### src/rtl/vssrm_pkg.sv
`timescale 1ns / 1ps
// ----------------------------------------------------------------------------
// vssrm_pkg
// Types and codes shared by the vertex slice range merger modules.
// ----------------------------------------------------------------------------
package vssrm_pkg;

   localparam int INDEX_W = 12;
   localparam int DATA_W  = 32;

   localparam logic [1:0] CMD_ADD   = 2'd0;
   localparam logic [1:0] CMD_READ  = 2'd1;
   localparam logic [1:0] CMD_CLEAR = 2'd2;

   typedef struct packed {
      logic [1:0]         cmd;
      logic [INDEX_W-1:0] slice_index;
      logic [DATA_W-1:0]  range_verts;
      logic [DATA_W-1:0]  range_elems;
      logic [DATA_W-1:0]  range_first_vert;
      logic [DATA_W-1:0]  range_first_elem;
   } req_type;

   typedef struct packed {
      logic [DATA_W-1:0] out_first_vert;
      logic [DATA_W-1:0] out_first_elem;
      logic [DATA_W-1:0] out_verts;
      logic [DATA_W-1:0] out_elems;
      logic [DATA_W-1:0] total_verts;
      logic [DATA_W-1:0] total_elems;
      logic              bad_index;
   } rsp_type;

   typedef struct packed {
      logic              valid;
      logic [DATA_W-1:0] first_vert;
      logic [DATA_W-1:0] first_elem;
      logic [DATA_W-1:0] vert_count;
      logic [DATA_W-1:0] elem_count;
   } slice_entry_type;

   typedef struct packed {
      logic               en;
      logic [INDEX_W-1:0] addr;
      slice_entry_type    data;
   } slice_write_type;

endpackage

### src/rtl/vssrm_merge.sv
`timescale 1ns / 1ps
// ----------------------------------------------------------------------------
// vssrm_merge
// Merges one range into a slice entry: take, prepend or append.
// ----------------------------------------------------------------------------
module vssrm_merge (
   input  vssrm_pkg::slice_entry_type           cur,
   input  vssrm_pkg::req_type                   req,
   output vssrm_pkg::slice_entry_type           merged,
   output logic [vssrm_pkg::DATA_W-1:0]         old_verts,
   output logic [vssrm_pkg::DATA_W-1:0]         old_elems
);
   import vssrm_pkg::*;

   logic              empty;
   logic              prepend;
   logic [DATA_W-1:0] ext_verts;
   logic [DATA_W-1:0] ext_elems;

   always_comb begin
      old_verts = cur.valid ? cur.vert_count : '0;
      old_elems = cur.valid ? cur.elem_count : '0;
      empty     = !cur.valid || (cur.vert_count == '0);
      prepend   = req.range_first_vert < cur.first_vert;
      ext_verts = req.range_verts + req.range_first_vert - cur.first_vert;
      ext_elems = req.range_elems + req.range_first_elem - cur.first_elem;

      merged.valid = 1'b1;
      if (empty) begin
         merged.first_vert = req.range_first_vert;
         merged.first_elem = req.range_first_elem;
         merged.vert_count = req.range_verts;
         merged.elem_count = req.range_elems;
      end else if (prepend) begin
         merged.first_vert = req.range_first_vert;
         merged.first_elem = req.range_first_elem;
         merged.vert_count = old_verts + cur.first_vert - req.range_first_vert;
         merged.elem_count = old_elems + cur.first_elem - req.range_first_elem;
      end else begin
         merged.first_vert = cur.first_vert;
         merged.first_elem = cur.first_elem;
         merged.vert_count = (ext_verts > old_verts) ? ext_verts : old_verts;
         merged.elem_count = (ext_elems > old_elems) ? ext_elems : old_elems;
      end
   end

endmodule

### config.mk
export PLATFORM = sky130hd
export DESIGN_NAME = vssrm_merge
export DESIGN_NICKNAME = d
export VERILOG_FILES = /design/src/rtl/vssrm_pkg.sv /design/src/rtl/vssrm_merge.sv
export SDC_FILE = /design/constraint.sdc
export NUM_CORES = 1
export LEC_CHECK = 0
export BUFFER_PORTS_ARGS = -buffer_cell sky130_fd_sc_hd__clkbuf_2
export CAP_MARGIN = 15
export CORE_MARGIN = 10
export CORE_UTILIZATION = 44
export DETAILED_ROUTE_END_ITERATION = 12
export GPL_ROUTABILITY_DRIVEN = 0
export PLACE_DENSITY = 0.8
export SYNTH_ARGS = -nofsm -noshare
export SYNTH_HDL_FRONTEND = slang
export SYNTH_SLANG_ARGS = --single-unit
### constraint.sdc
create_clock -name vclk -period 7.5
set_clock_uncertainty 0.05 [all_clocks]
set_input_delay 0.375 -clock vclk [all_inputs]
set_output_delay 0.375 -clock vclk [all_outputs]
set_load 0.05 [all_outputs]
Yosys cells after proc, flatten, opt, wreduce, memory -nomap -nowiden:

Cells that the tools add are included.
W data, S select, Z words.

* flip-flop bits (word level): 0
* latch bits: 0
* bits in writable memories: 0
* ROM bits: 0
* bits of input ports: 271
* output and inout bits: 193
* memories kept: 0

* add/subtract/negate cells: 8
* $mul: 0
* div/mod/pow operators: 0
* magnitude comparators: 3
* equality and inequality tests: 0
* shift operators: 0
* muxes and demuxes: 6
* bitwise logic cells: 0
* reductions and logical operators: 3

Operators with widths (number)
* $mux W128: 2
* $add A32 B32 Y32: 4
* $mux W32: 4
* $sub A32 B32 Y32: 4
* $gt A32 B32 Y1: 2
* $logic_not A32 Y1: 1
* $lt A32 B32 Y1: 1
* $logic_not A1 Y1: 1
* $logic_or A1 B1 Y1: 1

Depth between registers and ports, before layout:

* depth in word-level cells: 6
* gate-level depth with buffers: 25
* gate-level depth less buffers: 24

Worst setup path after synthesis:

OpenSTA, ideal clock, no wires.

* path kind: input port to output port
* start: in req[1] (netlist bit)
* end: out merged[31] (netlist bit)
* arrival time: 6.053 ns
* required time: 7.075 ns
* setup slack: 1.022 ns
* cell stages on the path: 19
* cells stage by stage: inv_1 fa_1 fa_1 and2b_1 o31ai_1 a2111oi_2 nor4b_2 or2_4 o31ai_4 mux2i_1 nor2_1 ha_1 nand4_1 nor4_1 or3b_1 a22oi_4 clkbuf_1 o21ai_0 a211oi_1

RTL lines
* start: declaration: RTL line vssrm_merge.sv:8 `input vssrm_pkg::req_type req,`
* end: declaration: RTL line vssrm_merge.sv:9 `output vssrm_pkg::slice_entry_type merged,`

==> reports/metrics.yaml <==
critical_path:
  crit_path_frequent_cell: "buf_4"
  cp-end-kind: "primary output"
  startpoint_type: "input port"
  crit_family: "compound AO/OA/AOI/OAI gates"
  max_stage_delay_ps: 510
  required_ps: 7070
  worst-endpoint-arrival_ps: 6550
  crit_slowest_cell: "fa_1"
  path_class: "input port to primary output"
  crit_fanout: 13
  worstPathBufferInverterCount: 8
logic_synthesis:
  synthDistinctLibCells: 102
  yosysWarnings: 0
  synth_sequential_area_ratio: 0
  yosys-top-cells-count: "inv_1, nand2_1, ha_1"
  syn-num-nets: 2914
  syn_area_per_cell_um2: 6.86
  synthCells: 2296
  syn-cell-area_um2: 15800
  synth_area_leaders: "ha_1, fa_1, inv_1"
  synth_area_leader_cell: "ha_1"
  synth_top_area_share: 0.177
  synth.most_common_cell: "inv_1"
final_layout:
  fillCellCount: 3424
  clock_buffers: 0
  drive_gt1_frac: 0.194
  nets: 3318
  layout.area.seq_um2: 0
  seq_cells: 0
  syn2layout_area_growth_pct: 18.2
  fin_area_um2: 18600
die:
  rows: 69
  die_area_um2: 43800
  start_util: 0.444
  design.core.area_um2: 35500
  io_pins: 464
  die_y_um: 209
  fp.dieW_um: 209
pwr:
  p_leak_nw: 11.0
  p_sw_mw: 2.40
  netSwitchingFraction: 0.641
  pwr-share-comb: 1.000
  power_frac_clock: 0
  vdd_ir_drop_max_v: 0.000163
  pwr-share-seq: 0
  powerDensity_nw_per_um2: 201
  internal_power_mw: 1.35
global_route:
  use_met1: 0.307
  grt_max_degree: 79
  grt_util_met2: 0.466
  grt_pass1_wl_mm: 96.5
  grt_overflow: 0
  grtUsageTotal: 0.265
  grt_pass1_vias: 18600
  antenna_found_initial: 3
  grt_busiest_layer: "met2"
  use_met3: 0.0432
routing:
  viasPerCell: 5.72
  wl_per_cell_um: 19.4
  ant_nets: 0
  firstDrtPassIters: 7
  drtIter0Drc: 1520
  drcViolationCount: 0
  finalWirelength_mm: 61.4
  vias: 18100
run_status:
  status: "finished clean"
clocking:
  cts_setup_buffers: 0
  hold_buffers: 0
  cts_resized: 0
placed_design:
  placed_area_um2: 18600
  place_ws_ps: 581
  numPortBuffers: 449
  hpwl_mm: 53.2
sta:
  period_share: 0.930
  rsz0062_at_grt: "no"
  fin_tns_setup_ps: 0
  fmax_ghz: 0.143
  setup_viol: 0
  finalWorstPathRequiredPeriod_ps: 6970
  final_hold_viol_count: 0
  setup_ws_ps: 529
  tightest_slew_ps: 1020
  hold_ws_ps: 1110
  maxSlewViolCount: 0
  slew_headroom: 0.321
run:
  maxCapViolCount: 0
min_path:
  hp-class: "input port to primary output"
==> routing by layer <==
layer	up-vias	share of wire
li1	8551	-
met1	8376	0.38
met2	990	0.49
met3	180	0.090
met4	0	0.048
met5	-	0
==> through the flow <==
stage	cells	total power, mW	util
after floorplan	2296	2.71	-
after global placement	3158	3.57	0.524
after detailed placement	3158	3.67	0.524
after CTS	3158	3.69	0.524
after global routing	3162	4.08	0.525
final	3162	3.75	0.525
==> logic make-up after synthesis <==
family,Yosys count,share of synthesized area
multiplexers,42,0.0280
adder cells (fa/ha/maj),347,0.335
buffers and inverters,589,0.144
AO/OA/AOI/OAI,652,0.270
AND/OR/NAND/NOR,556,0.163
XOR/XNOR,109,0.0606
other,1,0.000238
==> worst paths after layout <==
kind	startpoint	endpoint	slack, ps	cells after the start
setup / recovery	req[40]	merged[38]	530	26
hold / removal	req[78]	merged[14]	1110	4
==> final cells by class <==
cell class	instances	area [µm²]	share of cell area
multi-input combinational	1707	13500	0.726
inverter	518	1940	0.104
tap	461	577	0.0310
timing repair buffer	473	2570	0.138
antenna	3	7.51	0.000403
==> power by group through the flow <==
stage,Combinational (mW),Sequential (mW),Clock (mW)
6_report,3.75,0,0.0000000541
5_1_grt,4.08,0,0.0000000542
4_1_cts,3.69,0,0
3_5_place_dp,3.67,0,0
3_3_place_gp,3.57,0,0
2_1_floorplan,2.71,0,0
==> cell usage in the layout (no fill, tap or decap), drive strengths merged, types with 6 or more instances in the layout <==
cell | netlist | layout
a2111oi | 9 | 9
a211oi | 36 | 36
a21boi | 6 | 6
a21o | 91 | 91
a21oi | 169 | 169
a22oi | 8 | 8
a31oi | 21 | 21
and2 | 12 | 12
and3 | 15 | 15
buf | 36 | 30
clkbuf | 35 | 443
fa | 124 | 124
ha | 223 | 223
inv | 518 | 518
mux2 | 13 | 13
mux2i | 29 | 29
nand2 | 248 | 248
nand2b | 16 | 16
nand3 | 32 | 32
nand4 | 32 | 32
nor2 | 111 | 111
nor2b | 10 | 10
nor3 | 37 | 37
nor4 | 17 | 17
o211a | 6 | 6
o211ai | 19 | 19
o21a | 19 | 19
o21ai | 169 | 169
o21bai | 14 | 14
o22ai | 10 | 10
o31a | 9 | 9
o31ai | 16 | 16
xnor2 | 72 | 72
xor2 | 37 | 37
==> worst min-delay path, cell delays in order <==
cell and delay, ps:
clkbuf_2 80, inv_1 80, a21oi_1 100, buf_12 150
Power figures use the tool's default switching activity.
